## src/rtl/kruskal_spanning_tree_engine_unit_assert.svh

```systemverilog
// Assertion macros for the spanning tree engine.
// Included by the top level; no other dependencies.
`ifndef KRUSKAL_SPANNING_TREE_ENGINE_UNIT_ASSERT_SVH
`define KRUSKAL_SPANNING_TREE_ENGINE_UNIT_ASSERT_SVH
// check an implication on every clock edge outside reset
`define KST_ASSERT_IMP(label, clk, rst_n, ante, cons) \
	label: assert property (@(posedge clk) disable iff (!rst_n) (ante) |-> (cons)) \
		else $error("assertion failed");
// check an implication in the following cycle
`define KST_ASSERT_NXT(label, clk, rst_n, ante, cons) \
	label: assert property (@(posedge clk) disable iff (!rst_n) (ante) |=> (cons)) \
		else $error("assertion failed");
`endif

```

## src/rtl/kst_pkg.sv

```systemverilog
// Shared types and constants for the spanning tree engine.
// No dependencies.
package kst_pkg;
	localparam int MAX_EDGES_D    = 64;
	localparam int MAX_VERTICES_D = 32;
	localparam int WEIGHT_BITS_D  = 24;
	localparam int VTX_W  = 5;
	localparam int WIN_W  = 24;
	localparam logic [1:0] ST_TREE  = 2'd0;
	localparam logic [1:0] ST_CYCLE = 2'd1;
	localparam logic [1:0] ST_EMPTY = 2'd2;
	localparam logic FUNC_LOAD = 1'b0;

	typedef enum logic [4:0] {
		S_IDLE, S_SCAN, S_SCAN_CHK, S_STORE,
		S_SORT_OUT, S_SORT_RD, S_SORT_IN, S_SORT_CMP, S_SORT_NEXT,
		S_UF_INIT, S_EMIT_RD, S_EMIT_RD2, S_FIND_A, S_FIND_B, S_COMP_A,
		S_COMP_B, S_DECIDE, S_OUT, S_EMPTY, S_WAIT
	} state_t;
endpackage

```

## src/rtl/kst_ram.sv

```systemverilog
// Generic single-port RAM with registered read.
// No dependencies.
module kst_ram #(
	parameter int WIDTH = 8,
	parameter int DEPTH = 16
) (
	input  logic                     clk,
	input  logic                     we,
	input  logic [$clog2(DEPTH)-1:0] addr,
	input  logic [WIDTH-1:0]         wdata,
	output logic [WIDTH-1:0]         rdata
);
	logic [WIDTH-1:0] mem_q [DEPTH];

	// write or read one entry
	always_ff @(posedge clk) begin
		if (we) begin
			mem_q[addr] <= wdata;
		end
		rdata <= mem_q[addr];
	end
endmodule

```

## src/rtl/kruskal_spanning_tree_engine_unit.sv

```systemverilog
// A load scans the stored edges for a duplicate, ending early on one, then stores the edge
// or sets the overflow flag when full; a run sorts the edges by weight, then for each edge
// follows and compresses the parent links and emits one result, waiting on output stalls.
// An empty run emits one result. One item at a time; s_tready is low meanwhile.
// Reset: asynchronous, active low; store empty and overflow flag clear.
// Depends on kst_pkg and kst_ram; parent/rank tables are reset after each run's sort.
module kruskal_spanning_tree_engine_unit
	import kst_pkg::*;
#(
	parameter int MAX_EDGES    = MAX_EDGES_D,
	parameter int MAX_VERTICES = MAX_VERTICES_D,
	parameter int WEIGHT_BITS  = WEIGHT_BITS_D
) (
	input  logic        clk,
	input  logic        arst_n,
	input  logic        s_tvalid,
	output logic        s_tready,
	input  logic [39:0] s_tdata,  // vertex_a[4:0], vertex_b[9:5], edge_weight[33:10]
	input  logic        s_tuser,  // func
	output logic        m_tvalid,
	input  logic        m_tready,
	output logic [39:0] m_tdata,  // end_a[4:0], end_b[9:5], length[33:10], overflow[34]
	output logic [1:0]  m_tuser,  // status
	output logic        m_tlast   // last
);
	localparam int EA = $clog2(MAX_EDGES);
	localparam int CW = $clog2(MAX_EDGES + 1);
	localparam int VA = $clog2(MAX_VERTICES);
	localparam int RW = 8;
	localparam int EW = 2 * VTX_W + WEIGHT_BITS;

	state_t state_q, state_d;
	logic [CW-1:0] count_q, count_d, i_q, i_d, j_q, j_d;
	logic          ovf_q, ovf_d, ovfr_q, ovfr_d;
	logic [VTX_W-1:0] a_q, a_d, b_q, b_d;
	logic [WEIGHT_BITS-1:0] w_q, w_d, cw_q, cw_d;
	logic [VA-1:0] ra_q, ra_d, rb_q, rb_d, v_q, v_d;
	logic [VA-1:0] parent_q [MAX_VERTICES];
	logic [RW-1:0] rank_q [MAX_VERTICES];
	logic          uf_clr, p_we, r_we;
	logic [VA-1:0] p_idx, p_val, r_idx;
	logic [RW-1:0] r_val;
	logic          e_we, o_we;
	logic [EA-1:0] e_addr, o_addr;
	logic [EW-1:0] e_wd, e_rd;
	logic [EA-1:0] o_wd, o_rd, cur_q, cur_d;
	logic          ov_q, ov_d, last_q, last_d;
	logic [36:0]   out_q, out_d;
	logic          in_acc;

	kst_ram #(.WIDTH(EW), .DEPTH(MAX_EDGES)) u_edges (
		.clk(clk), .we(e_we), .addr(e_addr), .wdata(e_wd), .rdata(e_rd));
	kst_ram #(.WIDTH(EA), .DEPTH(MAX_EDGES)) u_order (
		.clk(clk), .we(o_we), .addr(o_addr), .wdata(o_wd), .rdata(o_rd));

	logic [VTX_W-1:0] rd_a, rd_b;
	logic [WEIGHT_BITS-1:0] rd_w;
	assign rd_a = e_rd[VTX_W-1:0];
	assign rd_b = e_rd[2*VTX_W-1:VTX_W];
	assign rd_w = e_rd[EW-1:2*VTX_W];

	assign s_tready = (state_q == S_IDLE);
	assign in_acc = s_tvalid && s_tready;
	assign m_tvalid = ov_q;
	assign m_tdata = {5'b0, out_q[36], out_q[33:0]};
	assign m_tuser = out_q[35:34];
	assign m_tlast = last_q;

	// state register and datapath registers
	always_ff @(posedge clk or negedge arst_n) begin
		if (!arst_n) begin
			state_q <= S_IDLE;
			count_q <= '0;
			ovf_q <= 1'b0;
			ov_q <= 1'b0;
		end else begin
			state_q <= state_d;
			count_q <= count_d;
			ovf_q <= ovf_d;
			ov_q <= ov_d;
		end
	end

	always_ff @(posedge clk) begin
		i_q <= i_d; j_q <= j_d; a_q <= a_d; b_q <= b_d; w_q <= w_d; cw_q <= cw_d;
		ra_q <= ra_d; rb_q <= rb_d; v_q <= v_d; cur_q <= cur_d; ovfr_q <= ovfr_d;
		out_q <= out_d; last_q <= last_d;
	end

	// union-find tables: one parent and one rank write a cycle
	always_ff @(posedge clk) begin
		for (int k = 0; k < MAX_VERTICES; k++) begin
			if (uf_clr) begin
				parent_q[k] <= VA'(k);
				rank_q[k] <= '0;
			end
		end
		if (p_we) parent_q[p_idx] <= p_val;
		if (r_we) rank_q[r_idx] <= r_val;
	end

	// sequencer
	always_comb begin
		state_d = state_q; count_d = count_q; ovf_d = ovf_q; ovfr_d = ovfr_q;
		i_d = i_q; j_d = j_q; a_d = a_q; b_d = b_q; w_d = w_q; cw_d = cw_q;
		ra_d = ra_q; rb_d = rb_q; v_d = v_q; cur_d = cur_q;
		ov_d = ov_q; out_d = out_q; last_d = last_q;
		uf_clr = 1'b0; p_we = 1'b0; r_we = 1'b0;
		p_idx = ra_q; p_val = rb_q; r_idx = rb_q; r_val = rank_q[rb_q] + RW'(1);
		e_we = 1'b0; e_addr = i_q[EA-1:0]; e_wd = {w_q, b_q, a_q};
		o_we = 1'b0; o_addr = j_q[EA-1:0]; o_wd = cur_q;
		if (ov_q && m_tready) ov_d = 1'b0;
		unique case (state_q)
			S_IDLE: begin
				if (in_acc) begin
					a_d = s_tdata[4:0];
					b_d = s_tdata[9:5];
					w_d = WEIGHT_BITS'(s_tdata[33:10]);
					i_d = '0;
					ovfr_d = ovf_q;
					if (s_tuser == FUNC_LOAD) begin
						if (32'(s_tdata[4:0]) < MAX_VERTICES
								&& 32'(s_tdata[9:5]) < MAX_VERTICES)
							state_d = S_SCAN;
					end else if (count_q == '0) begin
						state_d = S_EMPTY;
					end else begin
						state_d = S_SORT_OUT;
					end
				end
			end
			S_SCAN: begin
				if (i_q == count_q) begin
					state_d = S_STORE;
				end else begin
					e_addr = i_q[EA-1:0];
					state_d = S_SCAN_CHK;
				end
			end
			S_SCAN_CHK: begin
				if ((rd_a == a_q && rd_b == b_q) || (rd_a == b_q && rd_b == a_q)) begin
					state_d = S_IDLE;
				end else begin
					i_d = i_q + CW'(1);
					state_d = S_SCAN;
				end
			end
			S_STORE: begin
				if (32'(count_q) >= MAX_EDGES) begin
					ovf_d = 1'b1;
				end else begin
					e_we = 1'b1;
					e_addr = count_q[EA-1:0];
					count_d = count_q + CW'(1);
				end
				state_d = S_IDLE;
			end
			// insertion sort of an index list; i is the edge being placed
			S_SORT_OUT: begin
				if (i_q == count_q) begin
					uf_clr = 1'b1;
					i_d = '0;
					state_d = S_EMIT_RD;
				end else begin
					e_addr = i_q[EA-1:0];
					cur_d = i_q[EA-1:0];
					j_d = i_q;
					state_d = S_SORT_RD;
				end
			end
			S_SORT_RD: begin
				cw_d = rd_w;
				state_d = S_SORT_IN;
			end
			S_SORT_IN: begin
				if (j_q == '0) begin
					o_we = 1'b1;
					state_d = S_SORT_NEXT;
				end else begin
					o_addr = EA'(j_q - CW'(1));
					state_d = S_SORT_CMP;
				end
			end
			S_SORT_CMP: begin
				// o_rd holds order[j-1]; fetch its weight and keep it on the read port
				e_addr = o_rd;
				o_addr = EA'(j_q - CW'(1));
				v_d = '0;
				state_d = S_WAIT;
			end
			S_WAIT: begin
				if (rd_w > cw_q) begin
					o_we = 1'b1;
					o_wd = o_rd;
					j_d = j_q - CW'(1);
					state_d = S_SORT_IN;
				end else begin
					o_we = 1'b1;
					state_d = S_SORT_NEXT;
				end
			end
			S_SORT_NEXT: begin
				i_d = i_q + CW'(1);
				state_d = S_SORT_OUT;
			end
			S_EMIT_RD: begin
				o_addr = i_q[EA-1:0];
				state_d = S_EMIT_RD2;
			end
			S_EMIT_RD2: begin
				e_addr = o_rd;
				state_d = S_UF_INIT;
			end
			S_UF_INIT: begin
				a_d = rd_a; b_d = rd_b; w_d = rd_w;
				ra_d = VA'(rd_a);
				state_d = S_FIND_A;
			end
			// follow parent links to the roots, one link a cycle
			S_FIND_A: begin
				if (parent_q[ra_q] != ra_q) begin
					ra_d = parent_q[ra_q];
				end else begin
					v_d = VA'(a_q);
					rb_d = VA'(b_q);
					state_d = S_COMP_A;
				end
			end
			S_COMP_A: begin
				if (parent_q[v_q] != ra_q) begin
					p_we = 1'b1; p_idx = v_q; p_val = ra_q;
					v_d = parent_q[v_q];
				end else begin
					state_d = S_FIND_B;
				end
			end
			S_FIND_B: begin
				if (parent_q[rb_q] != rb_q) begin
					rb_d = parent_q[rb_q];
				end else begin
					v_d = VA'(b_q);
					state_d = S_COMP_B;
				end
			end
			S_COMP_B: begin
				if (parent_q[v_q] != rb_q) begin
					p_we = 1'b1; p_idx = v_q; p_val = rb_q;
					v_d = parent_q[v_q];
				end else begin
					state_d = S_DECIDE;
				end
			end
			S_DECIDE: begin
				if (!ov_q || m_tready) begin
					if (ra_q == rb_q) begin
						out_d = {ovfr_q, ST_CYCLE, WIN_W'(w_q), b_q, a_q};
					end else begin
						out_d = {ovfr_q, ST_TREE, WIN_W'(w_q), b_q, a_q};
						if (rank_q[ra_q] > rank_q[rb_q]) begin
							p_we = 1'b1; p_idx = rb_q; p_val = ra_q;
						end else begin
							p_we = 1'b1; p_idx = ra_q; p_val = rb_q;
							if (rank_q[ra_q] == rank_q[rb_q] && rank_q[rb_q] != '1)
								r_we = 1'b1;
						end
					end
					last_d = (i_q + CW'(1) == count_q);
					ov_d = 1'b1;
					state_d = S_OUT;
				end
			end
			S_OUT: begin
				if (i_q + CW'(1) == count_q) begin
					count_d = '0;
					ovf_d = 1'b0;
					state_d = S_IDLE;
				end else begin
					i_d = i_q + CW'(1);
					state_d = S_EMIT_RD;
				end
			end
			S_EMPTY: begin
				if (!ov_q || m_tready) begin
					out_d = {ovfr_q, ST_EMPTY, WIN_W'(0), VTX_W'(0), VTX_W'(0)};
					last_d = 1'b1;
					ov_d = 1'b1;
					ovf_d = 1'b0;
					state_d = S_IDLE;
				end
			end
			default: state_d = S_IDLE;
		endcase
	end

`include "kruskal_spanning_tree_engine_unit_assert.svh"
	`KST_ASSERT_IMP(a_no_accept_busy, clk, arst_n, state_q != S_IDLE, !s_tready)
	`KST_ASSERT_NXT(a_hold_out, clk, arst_n, m_tvalid && !m_tready, m_tvalid)
	`KST_ASSERT_IMP(a_count_max, clk, arst_n, 1'b1, 32'(count_q) <= MAX_EDGES)
endmodule

```

## config.mk

```make
export PLATFORM = sky130hd
export DESIGN_NAME = kruskal_spanning_tree_engine_unit
export DESIGN_NICKNAME = d
export VERILOG_FILES = /design/src/rtl/kst_pkg.sv /design/src/rtl/kst_ram.sv /design/src/rtl/kruskal_spanning_tree_engine_unit.sv
export VERILOG_INCLUDE_DIRS = /design/src /design/src/rtl
export SDC_FILE = /design/constraint.sdc
export NUM_CORES = 2
export LEC_CHECK = 0
export BUFFER_PORTS_ARGS = -buffer_cell sky130_fd_sc_hd__buf_4
export CORE_ASPECT_RATIO = 1.75
export CORE_MARGIN = 2
export CORE_UTILIZATION = 51
export DETAILED_ROUTE_END_ITERATION = 10
export PLACE_DENSITY = 0.66
export SETUP_SLACK_MARGIN = 0.02
export SKIP_CTS_REPAIR_TIMING = 1
export SLEW_MARGIN = 0
export SYNTH_ARGS = -nofsm -noshare
export SYNTH_HDL_FRONTEND = slang
export SYNTH_SLANG_ARGS = --single-unit
```

## constraint.sdc

```tcl
create_clock -name clk -period 19.6 [get_ports clk]
set_input_delay 0.98 -clock clk [delete_from_list [all_inputs] [get_ports clk]]
set_output_delay 0.98 -clock clk [all_outputs]
set_load 0.02 [all_outputs]
```

==> metrics.cfg <==
[placed_design]
portBuffers = 78
place_hpwl_um = 230000
finalWeightedCongestion = 0.933
post-place-cells = 10800
placed_area_um2 = 132000

[clock_network]
cts_sinks = 3177
clkTransAtPathRegs_ps = 70
clockBufferDepth = 4
cts_tree = done
clkLatencyLatePin_ps = 890
cts-root-buf = clkbuf_16
htreeDepth = 5
cts_buffers = 284

[floorplan]
io_pins = 90
die_h_um = 663
die_w_um = 380
initial_utilization = 0.513
die_area_um2 = 252000
rows = 241
core-area_um2 = 246000

[global_route]
top_usage_layer = met2
gr-usage-met1 = 0.341
use_met2 = 0.526
grt_pass1_vias = 75600
grt_max_degree = 117
antenna_found_initial = 20
grt.overflow.total = 0
grt_pass1_wl_um = 547000
met3_usage = 0.0483
grtUsageTotal = 0.303

[critical_path]
crit_fanout = 58
crit_type = reg -> reg
max_stage_delay_ps = 800
cp.required_ps = 20160
path_buf_inv = 2
rrSetupSlack_ps = 12430
critical-path-slowest-cell = buf_4
worstSetupStartpointType = register
crit_arrival_ps = 7720
cp_top_family = compound AO/OA/AOI/OAI gates
path_cells = buf_4 -> buf_4 -> mux4_2 -> mux4_2 -> mux2_2 -> ha_1 -> nor2b_1 -> o21a_1 -> o21a_1 -> o21bai_1 -> a211oi_1 -> and2_1 -> a21o_1 -> a311oi_4 -> nand4_1 -> nand2_1
r2r_cells = 16
end_kind = register
cp.depth = 16

[timing]
rsz0062_at_grt = no
worstMarginPinSlew_ps = 1350
finalMaxSlewViolations = 0
worst_hold_slack_ps = 8.99
layout_worst_path_cycle_share = 0.366
finalSetupViolCount = 0
max-slew-margin-rel = 0.0939
fin_tns_setup_ps = 0
finalHoldViolCount = 0
period_minus_slack_ps = 7170
skew_ps = 83.9
max_freq_mhz = 140

[synthesis]
postSynthCellCount = 7686
synth_cell_types = 95
synthTopCellsByCount = edfxtp_1 (3108), a22oi_1 (1136), nor2_1 (550)
yosys.area.top_type = edfxtp_1
ys_seq_area_frac = 0.750
ys_ff_latch = 3177
async_flop_share = 0.00441
yosysTopAreaCellShare = 0.738
synth_area_leaders = edfxtp_1 (74%), a22oi_1 (6.7%), mux4_2 (4.6%), nor2_1 (1.6%), nand2_1 (1.6%)
synth_most_common_cell = edfxtp_1
synth_edf_count = 3108
yosys_warnings = 0
syn_area_per_cell_um2 = 16.5
ys.flop_type = edfxtp_1
synth_area_um2 = 126000

[drt]
dr.pass1.iters = 8
route.detailed.drc = 0
ant_nets = 0
drt_iter0_drc = 9918
avgViaCountPerCell = 6.71
drt_wl_total_um = 391000
wl_per_cell_um = 34.6
vias = 75700

[final_layout]
stdcell_area_um2 = 141000
multiInputGateArea_um2 = 30200
fillerInstances = 18600
fin_cells = 11300
ff_latch_area_um2 = 94800
syn_to_final_growth_pct = 11.4
layout-drive-gt1-share = 0.148
layout.nets = 7844

[hold_path]
min_path_type = in -> async

[power_and_ir_drop]
powerDensity_nw_per_um2 = 146
p_leak_nw = 42.8
ir_worst_vdd_v = 0.000180

[status]
run_status = finished clean

[flow_run]
cap_violations = 0

## per-layer routing
metal,share of wire,up-vias
li1,-,31300
met1,0.32,38600
met2,0.51,4582
met3,0.085,1174
met4,0.080,2
met5,0.000033,-
## metrics by stage
step | utilization | setup slack, ps | total power [mW]
after global placement | 0.535 | 12460 | 14.9
final | 0.572 | 12430 | 20.6
after floorplan | - | 13430 | 12.2
after detailed placement | 0.535 | 12480 | 15.0
after global routing | 0.572 | 12070 | 21.1
after CTS | 0.572 | 12460 | 20.5
## cell usage in the layout, fill, tap and decap left out, types with 42 or more instances in the layout
master     synthesis  layout
edfxtp_1        3108    3108
a22oi_1         1136    1136
nand2_1          535     529
nor2_1           550     467
buf_4             18     299
clkbuf_16          0     291
mux4_2           260     260
a21oi_1          219     219
a41oi_1          179     179
nand4_1          127     127
mux2i_1          124     122
nand3_1           98      96
nor2_4             0      77
nor2b_1           69      67
clkbuf_1         376      59
o21ai_0           57      57
dfxtp_1           55      46
a221oi_1          44      44
clkinv_1           1      44
clkinv_2           0      44
inv_1             43      42
## sequential cells by signal, summed over array words and instances, names as in the netlist, 24 cells and up, named ones only
register,count
parent_q,160
cw_q,24
u_edges.mem_q,2176
out_q,37
rank_q,256
u_order.mem_q,384
w_q,24
u_edges.rdata,34
## power by group
group          internal, mW  switching (mW)
Sequential             7.98           0.297
Combinational          1.95            4.77
Clock                  3.11            2.47
## worst paths after layout
| path | from | endpoint |
|---|---|---|
| hold reg to reg | ovf_q | ovfr_q |
| min in group clk | s_tdata[19] | w_q[9] |
| setup reg to reg | register | parent_q[6][4] |
| max in group asynchronous | arst_n | count_q[3] |
| hold / removal | arst_n | m_tvalid |
| setup / recovery | register | parent_q[6][4] |
## cells by family after synthesis
family / synth area share
buffers and inverters: 0.0184
DFF: 0.750
and+or+nand+nor: 0.0572
AOI/OAI and AO/OA: 0.107
adders and majority gates: 0.00376
muxes: 0.0592
other: 0.0000297
xor gates and xnor gates: 0.00540
## area by class of cell
class                   instances  share of cell area
flip-flops and latches       3177               0.673
diodes                         23            0.000409
multi-input cells            3946               0.214
inverters                      44             0.00117
well taps                    3280              0.0291
clock inverters               143              0.0106
clock buffers                 357              0.0540
repair buffers                308              0.0172
No activity file was read; power rests on OpenSTA's default activity.
